## config.mk

```make
export PLATFORM = sky130hd
export DESIGN_NAME = psq_div
export DESIGN_NICKNAME = d
export VERILOG_FILES = /design/src/psq_div.sv
export SDC_FILE = /design/constraint.sdc
export NUM_CORES = 1
export LEC_CHECK = 0
export BUFFER_PORTS_ARGS = -buffer_cell sky130_fd_sc_hd__buf_4
export CAP_MARGIN = 0
export CORE_ASPECT_RATIO = 2
export CORE_MARGIN = 3
export CORE_UTILIZATION = 35
export DETAILED_ROUTE_END_ITERATION = 10
export GPL_TIMING_DRIVEN = 0
export HOLD_SLACK_MARGIN = 0.05
export PLACE_DENSITY = 0.57
export SYNTH_ARGS = -nofsm -noshare
export SYNTH_HDL_FRONTEND = slang
export SYNTH_SLANG_ARGS = --single-unit
export TNS_END_PERCENT = 20
```

## constraint.sdc

```tcl
create_clock -name aclk -period 2.91 [get_ports aclk]
set_input_delay 0 -clock aclk [delete_from_list [all_inputs] [get_ports aclk]]
set_output_delay 0 -clock aclk [all_outputs]
set_load 0.1 [all_outputs]
```

## src/psq_div.sv

```systemverilog
// restoring unsigned divider, one quotient bit per cycle
`default_nettype none
module psq_div #(
    parameter int NUM_BITS = 57,
    parameter int DEN_BITS = 24
) (
    input  wire logic                aclk,
    input  wire logic                aresetn,
    input  wire logic                start,
    input  wire logic [NUM_BITS-1:0] num,
    input  wire logic [DEN_BITS-1:0] den,
    output logic                     done,
    output logic [NUM_BITS-1:0]      quot
);
    localparam int CNT_BITS = $clog2(NUM_BITS);

    logic                busy_reg, busy_next;
    logic                done_reg, done_next;
    logic [CNT_BITS-1:0] cnt_reg, cnt_next;
    logic [DEN_BITS-1:0] rem_reg, rem_next;
    logic [NUM_BITS-1:0] qt_reg, qt_next;
    logic [DEN_BITS:0]   trial;

    always_comb begin
        busy_next = busy_reg;
        done_next = 1'b0;
        cnt_next  = cnt_reg;
        rem_next  = rem_reg;
        qt_next   = qt_reg;
        trial     = {rem_reg, qt_reg[NUM_BITS-1]};
        if (start) begin
            busy_next = 1'b1;
            cnt_next  = CNT_BITS'(NUM_BITS - 1);
            rem_next  = '0;
            qt_next   = num;
        end else if (busy_reg) begin
            if (trial >= {1'b0, den}) begin
                rem_next = DEN_BITS'(trial - {1'b0, den});
                qt_next  = {qt_reg[NUM_BITS-2:0], 1'b1};
            end else begin
                rem_next = trial[DEN_BITS-1:0];
                qt_next  = {qt_reg[NUM_BITS-2:0], 1'b0};
            end
            if (cnt_reg == '0) begin
                busy_next = 1'b0;
                done_next = 1'b1;
            end else begin
                cnt_next = cnt_reg - 1'b1;
            end
        end
    end

    always_ff @(posedge aclk) begin
        if (!aresetn) begin
            busy_reg <= 1'b0;
            done_reg <= 1'b0;
            cnt_reg  <= '0;
        end else begin
            busy_reg <= busy_next;
            done_reg <= done_next;
            cnt_reg  <= cnt_next;
        end
        rem_reg <= rem_next;
        qt_reg  <= qt_next;
    end

    assign done = done_reg;
    assign quot = qt_reg;
endmodule
`default_nettype wire

```

==> results.tsv, run 1 <==
metric	value	unit
r2r_start	rem_reg[0]$_SDFFE_PP0P_	
power.total	4445	uW
synthXorXnorAreaFrac	0.03826	
remaining_drc_errors	0	
timing.final.ws_setup	0.1282	ns
crit_type	register to register	
finalWirelength	15.10	mm
start_util	0.3610	
dr_total_vias	4522	
ir_drop	0.3444	mV
die_x	92.73	um
synth_seq_area_share	0.4468	
clock_path_buffers	2	
start_kind	register	
synthMuxAreaShare	0.1507	
num_antenna_cells	0	
num_io_pins	142	
fin_nets	814	
grt_usage	0.1817	
status	complete, no violations	
min_period_over_period	0.9559	
cp_data_arrival_time	3.04	ns
async_flop_share	0	
rows	62	
clk_pin_slew	0.07	ns
clock_latency	0.34	ns
timing.fmax	359.5	MHz
hold-path-endpoint	rem_reg[0]$_SDFFE_PP0P_	
viasPerCell	5.019	
yosys.area_share.adder	0.06321	
place_ws	0.005500	ns
synth_edf_count	57	
period_needed	2.782	ns
crit_required	3.17	ns
synth_area_leaders	edfxtp_1, mux2_2, dfxtp_1	
synth_ff_type	edfxtp_1	
max_slew_margin	0.4649	
cts_buffers	9	
ys_ff_latch	89	
yosys.area_share.simple	0.09363	
grt_first_pass_wirelength	24.22	mm
syn2layout_area_growth	42.16	%
reg2reg_depth	10	
die_h	179.5	um
syn_area	5265	sq um
hp-class	input port to register	
worstReg2RegEnd	rem_reg[23]$_SDFFE_PP0P_	
wl_per_cell	16.76	um
rsz0062_at_grt	true	
synth_top_area_share	0.3251	
worst_slew_pin_slew	0.8026	ns
min_from	den[0]	
grt_pass1_vias	4919	
finalSetupViolations	0	
ant_nets	0	
skew	0.009004	ns
p_leak	0.003128	uW
cp_max_fo	10	
drv_slew	0	
yosys.cell_types.count	53	
path_cells	ha_1, nor2b_1, o31a_2, nor3_1, o21ai_2, a21oi_2, o31ai_4, buf_2, nand3b_1, o22ai_1	
grt_max_degree	58	
tns	0	ns
postSynthCellCount	495	
reg2reg_setup_slack	0.13	ns
end_kind	register	
cts_setup_buffers	0	
drive_gt1_frac	0.3441	
clock_sinks	89	
antenna_found_initial	0	
largest_register_ffs	57	
first_iter_violations	138	
tritoncts	built	
fillers	1367	
cp_top_family	compound AO/OA/AOI/OAI gates	
place_congestion	0.8548	
min_path_cells	5	
die-area	16640	sq um
grt_overflow	0	
syn_avg_cell_area	10.64	sq um
core	14580	sq um
crit_path_top_delay_cell	o31ai_4	
syn_nets	605	
crit_buf_inv	1	
io_buffers	140	
yosysWarnings	0	
powerDensity	593.9	nW/um^2
htreeDepth	3	
place_area	6581	sq um
synth.largest_area_cell	edfxtp_1	
maxCapViolCount	0	
design_area	7485	sq um
hold_violations	0	
dpl.hpwl	11.29	mm
drtPass1Iterations	4	
synth_compound_area_frac	0.1523	
cpPeakStageDelay	0.51	ns
cts-root-buf	clkbuf_16	
synth_top_family_by_area	compound AO/OA/AOI/OAI gates	
==> cell usage in the layout, fill, tap and decap left out, types with 9 or more instances in the layout <==
cell type      Yosys  layout
dlygate4sd3_1      0      58
xnor2_1           15      15
buf_4              0     140
clkbuf_1          17      18
dfxtp_1           32      32
a211oi_1          19      19
o21ai_0           11      10
mux2i_1           14      14
o21ai_1            9      10
clkbuf_16          0       9
inv_1             40      40
ha_1              25      23
nor2_1            39      39
edfxtp_1          57      57
mux2_2            57      57
nand2_1           26      26
a21oi_1           31      30
nand3_1           12      12
==> cell usage after synthesis (4+ instances only) <==
master,n
inv_1,40
dfxtp_1,32
nor2_1,39
a31oi_1,5
buf_6,5
nor2b_1,4
nor3_1,7
nand3b_1,4
a21oi_1,31
o21ai_0,11
o21a_1,4
ha_1,25
edfxtp_1,57
nand2_1,26
xor2_1,8
mux2i_1,14
mux2_2,57
xnor2_1,15
clkbuf_1,17
a21o_1,8
a211oi_1,19
buf_2,4
o21ai_1,9
nand3_1,12
==> how the worst max path moves through the flow <==
stage                                        from                  endpoint  slack (ns)  cells past startpoint
final                     rem_reg[0]$_SDFFE_PP0P_  rem_reg[23]$_SDFFE_PP0P_        0.13                     10
after global routing      rem_reg[1]$_SDFFE_PP0P_  rem_reg[23]$_SDFFE_PP0P_      -0.002                     10
after CTS                      quot[56]$_DFFE_PP_  rem_reg[20]$_SDFFE_PP0P_        0.04                     12
after detailed placement       quot[56]$_DFFE_PP_  rem_reg[20]$_SDFFE_PP0P_       0.005                     12
after global placement         quot[56]$_DFFE_PP_  rem_reg[20]$_SDFFE_PP0P_       -0.01                     12
after floorplan                quot[56]$_DFFE_PP_  rem_reg[20]$_SDFFE_PP0P_       -0.20                     12
==> tightest hold or removal path, cell delays in order <==
cell and delay, ns:
buf_4 0.09, ha_2 0.15, nand2_1 0.05, o21ai_1 0.07, a211oi_1 0.07
==> power by group <==
group	switching, uW	leakage (uW)	total (uW)	internal [uW]
registers	86.1	0.000836	1580	1500
clock network	536	0.000145	1220	680
logic	1100	0.00215	1650	547
==> layer usage <==
metal	track usage	share of wire	wire [um]	vias to the layer above
met5	0	0	0	-
met4	0.05578	0.017	250	0
met2	0.3548	0.57	8563	141
li1	-	-	-	2218
met3	0.04310	0.055	838	22
met1	0.1843	0.36	5450	2141
==> kinds of logic (layout without fill, tap and decap cells) <==
logic type | after synthesis | count (layout)
AOI/OAI and AO/OA | 113 | 113
xor gates and xnor gates | 23 | 23
adders and majority gates | 26 | 26
buffers and inverters | 66 | 280
DFF | 89 | 89
muxes | 72 | 72
and+or+nand+nor | 106 | 106
==> cell type report <==
cell class | instances | area (sq um) | share of cell area
tap | 192 | 240.2 | 0.03210
multi-input combinational | 340 | 2666 | 0.3562
timing repair buffer | 198 | 1632 | 0.2180
clock inverter | 6 | 75.07 | 0.01003
inverter | 40 | 150.1 | 0.02006
buffer | 26 | 140.1 | 0.01872
sequential | 89 | 2352 | 0.3143
clock buffer | 10 | 229.0 | 0.03059
==> repair_timing <==
action | in CTS | in global routing
gates resized for setup | 1 | 3
setup endpoints to repair | 1 | 6
hold buffers | 58 | 0
endpoints found under the hold margin | 62 | 0
==> through the flow <==
stage | util | hold slack (ns) | instances
after global placement | 0.4513 | 0.2412 | 827
after detailed placement | 0.4513 | 0.2491 | 827
after global routing | 0.5132 | 0.1766 | 901
final | 0.5132 | 0.1490 | 901
after CTS | 0.5124 | 0.1368 | 901
after floorplan | - | 0.1175 | 495
Note: power is estimated with default switching activity, not from simulation.
==> run 2: changes to the inputs <==
--- a/config.mk
+++ b/config.mk
@@ -9,11 +9,11 @@
 export CAP_MARGIN = 0
 export CORE_ASPECT_RATIO = 2
 export CORE_MARGIN = 3
-export CORE_UTILIZATION = 35
+export CORE_UTILIZATION = 50
 export DETAILED_ROUTE_END_ITERATION = 10
 export GPL_TIMING_DRIVEN = 0
 export HOLD_SLACK_MARGIN = 0.05
-export PLACE_DENSITY = 0.57
+export PLACE_DENSITY = 0.77
 export SYNTH_ARGS = -nofsm -noshare
 export SYNTH_HDL_FRONTEND = slang
 export SYNTH_SLANG_ARGS = --single-unit
==> run 2 against run 1 <==
Effect of this change: sequential share of layout area increased by 0.40 points; worst setup slack worse by 0.024 ns; clock power shrank 7%; power decreased by 1.8%; combinational power about the same; via count grew 1.6%; hold slack worse by 0.024 ns; utilization rose by 21 points; design area shrank 1.3%; first-iteration DRC count increased by 73%; cell count decreased by 6.3%; critical endpoint is now rem_reg[10]$_SDFFE_PP0P_.
==> results.tsv, run 2 (synthesized netlist as in run 1, its figures left out) <==
metric	value	unit	change
status	complete, no violations		
drive_gt1_frac	0.3427		-0.001410
crit_required	3.17	ns	about the same
antenna_found_initial	0		unchanged
design_area	7390	sq um	-1.3%
finalSetupViolations	0		unchanged
largest_register_ffs	57		unchanged
tns	0	ns	unchanged
dr_total_vias	4594		+1.6%
num_antenna_cells	0		unchanged
grt_usage	0.2625		+0.08082
tritoncts	built		
die-area	11870	sq um	-29%
syn2layout_area_growth	40.35	%	
cts_setup_buffers	0		unchanged
multi_input_area	2664	sq um	about the same
htreeDepth	3		unchanged
finalWirelength	15.46	mm	+2.4%
rows	52		-16%
worstReg2RegEnd	rem_reg[10]$_SDFFE_PP0P_		
die_h	151.1	um	-16%
clk_pin_slew	0.07	ns	about the same
min_period_over_period	0.9641		+0.008197
power.total	4365	uW	-1.8%
first_iter_violations	239		+73%
wl_per_cell	18.32	um	+9.3%
drv_slew	0		unchanged
num_io_pins	142		unchanged
reg2reg_setup_slack	0.10	ns	-0.02 ns
hold_ws	0.1246	ns	-0.02442 ns
cp_data_arrival_time	3.06	ns	+0.02 ns
timing.fmax	356.4	MHz	-0.85%
grt_pass1_vias	4953		+0.69%
maxCapViolCount	0		unchanged
remaining_drc_errors	0		unchanged
timing.final.ws_setup	0.1043	ns	-0.02385 ns
reg2reg_depth	12		+2
end_kind	register		
cts-root-buf	clkbuf_16		
period_needed	2.806	ns	+0.02385 ns
viasPerCell	5.443		+8.5%
cts_buffers	9		unchanged
skew	0.01166	ns	+0.002658 ns
start_util	0.5154		+0.1544
hp-class	input port to register		
grt_first_pass_wirelength	24.01	mm	-0.85%
place_congestion	0.8856		+3.6%
cp_max_fo	3		-7
start_kind	register		
ant_nets	0		unchanged
grt_overflow	0		unchanged
drtPass1Iterations	4		unchanged
register_area	2352	sq um	unchanged
die_x	78.56	um	-15%
fillers	718		-47%
worst_slew_pin_slew	0.8052	ns	+0.002555 ns
p_leak	0.003111	uW	-0.52%
ir_drop	0.4883	mV	+42%
fin_nets	814		unchanged
clock_path_buffers	2		unchanged
max_slew_margin	0.4632		-0.001703
io_buffers	140		unchanged
grt_max_degree	58		unchanged
place_area	6510	sq um	-1.1%
hold_violations	0		unchanged
clock_latency	0.35	ns	about the same
min_path_cells	5		unchanged
hold-path-endpoint	rem_reg[0]$_SDFFE_PP0P_		
most-common-layout-cells	buf_4, dlygate4sd3_1, mux2_2, edfxtp_1, inv_1		
rsz0062_at_grt	true		
r2r_start	quot[56]$_DFFE_PP_		
layout_commonest_cell	buf_4		
place_ws	-0.009522	ns	-0.01502 ns
powerDensity	590.7	nW/um^2	-0.54%
dpl.hpwl	10.61	mm	-6.1%
min_from	den[0]		
core	10210	sq um	-30%
clock_sinks	89		unchanged
crit_type	register to register		
[run 2: changes by cell type in the layout (fill, tap and decap cells not counted)]
cell and change:
clkinvlp_4 +2, buf_2 -1, bufinv_16 -1, clkbuf_4 +1, clkinv_4 -1, ha_1 +1
ha_2 -1, o21ai_0 +1, o21ai_1 -1
[run 2: area by class of cell]
class	instances	share of cell area
Timing Repair Buffer	198	0.2208
Buffer	26	0.01930
Clock inverter	6	0.006942
Inverter	40	0.02032
Tap cell	135	0.02286
Sequential cell	89	0.3183
Clock buffer	10	0.03099
Multi-Input combinational cell	340	0.3605
[run 2: per-layer routing]
metal,GRT usage,part of all wire,up-vias
met5,0,0,-
met4,0.1060,0.029,0
met3,0.07321,0.060,33
met2,0.5013,0.56,165
met1,0.2602,0.35,2180
li1,-,-,2216
[run 2: where the power goes]
| group | total [uW] | internal (uW) | switching [uW] |
|---|---|---|---|
| clock network | 1130 | 591 | 535 |
| logic | 1660 | 547 | 1110 |
| registers | 1580 | 1500 | 88.7 |
[run 2: worst max path at each step]
stage / from / end / cells past startpoint
2_1_floorplan: quot[56]$_DFFE_PP_ / rem_reg[20]$_SDFFE_PP0P_ / 12
3_3_place_gp: quot[56]$_DFFE_PP_ / rem_reg[20]$_SDFFE_PP0P_ / 12
3_5_place_dp: quot[56]$_DFFE_PP_ / rem_reg[20]$_SDFFE_PP0P_ / 12
4_1_cts: quot[56]$_DFFE_PP_ / rem_reg[20]$_SDFFE_PP0P_ / 12
5_1_grt: rem_reg[1]$_SDFFE_PP0P_ / rem_reg[18]$_SDFFE_PP0P_ / 10
6_report: quot[56]$_DFFE_PP_ / rem_reg[10]$_SDFFE_PP0P_ / 12
[run 2: what timing repair did]
action | CTS | global route
setup endpoints to repair | 1 | 5
pin swaps | 0 | 1
cloned | 0 | 0
hold buffers | 58 | 0
gates resized for setup | 1 | 2
endpoints found under the hold margin | 65 | 0
[run 2: stage by stage]
step / cells / utilization
floorplan: 495 / -
global placement: 770 / 0.6373
detailed placement: 770 / 0.6373
CTS: 844 / 0.7223
global route: 844 / 0.7234
finish: 844 / 0.7234
[run 2: worst max-delay path: stages (launching register included)]
cell and delay [ns]:
edfxtp_1 0.41, inv_1 0.06, ha_2 0.19, fa_2 0.35
nand2b_4 0.15, a21o_1 0.20, and4_4 0.20, nor3_1 0.33
a21oi_1 0.14, o21bai_1 0.17, xor2_1 0.16, mux2i_1 0.10
a211oi_1 0.25
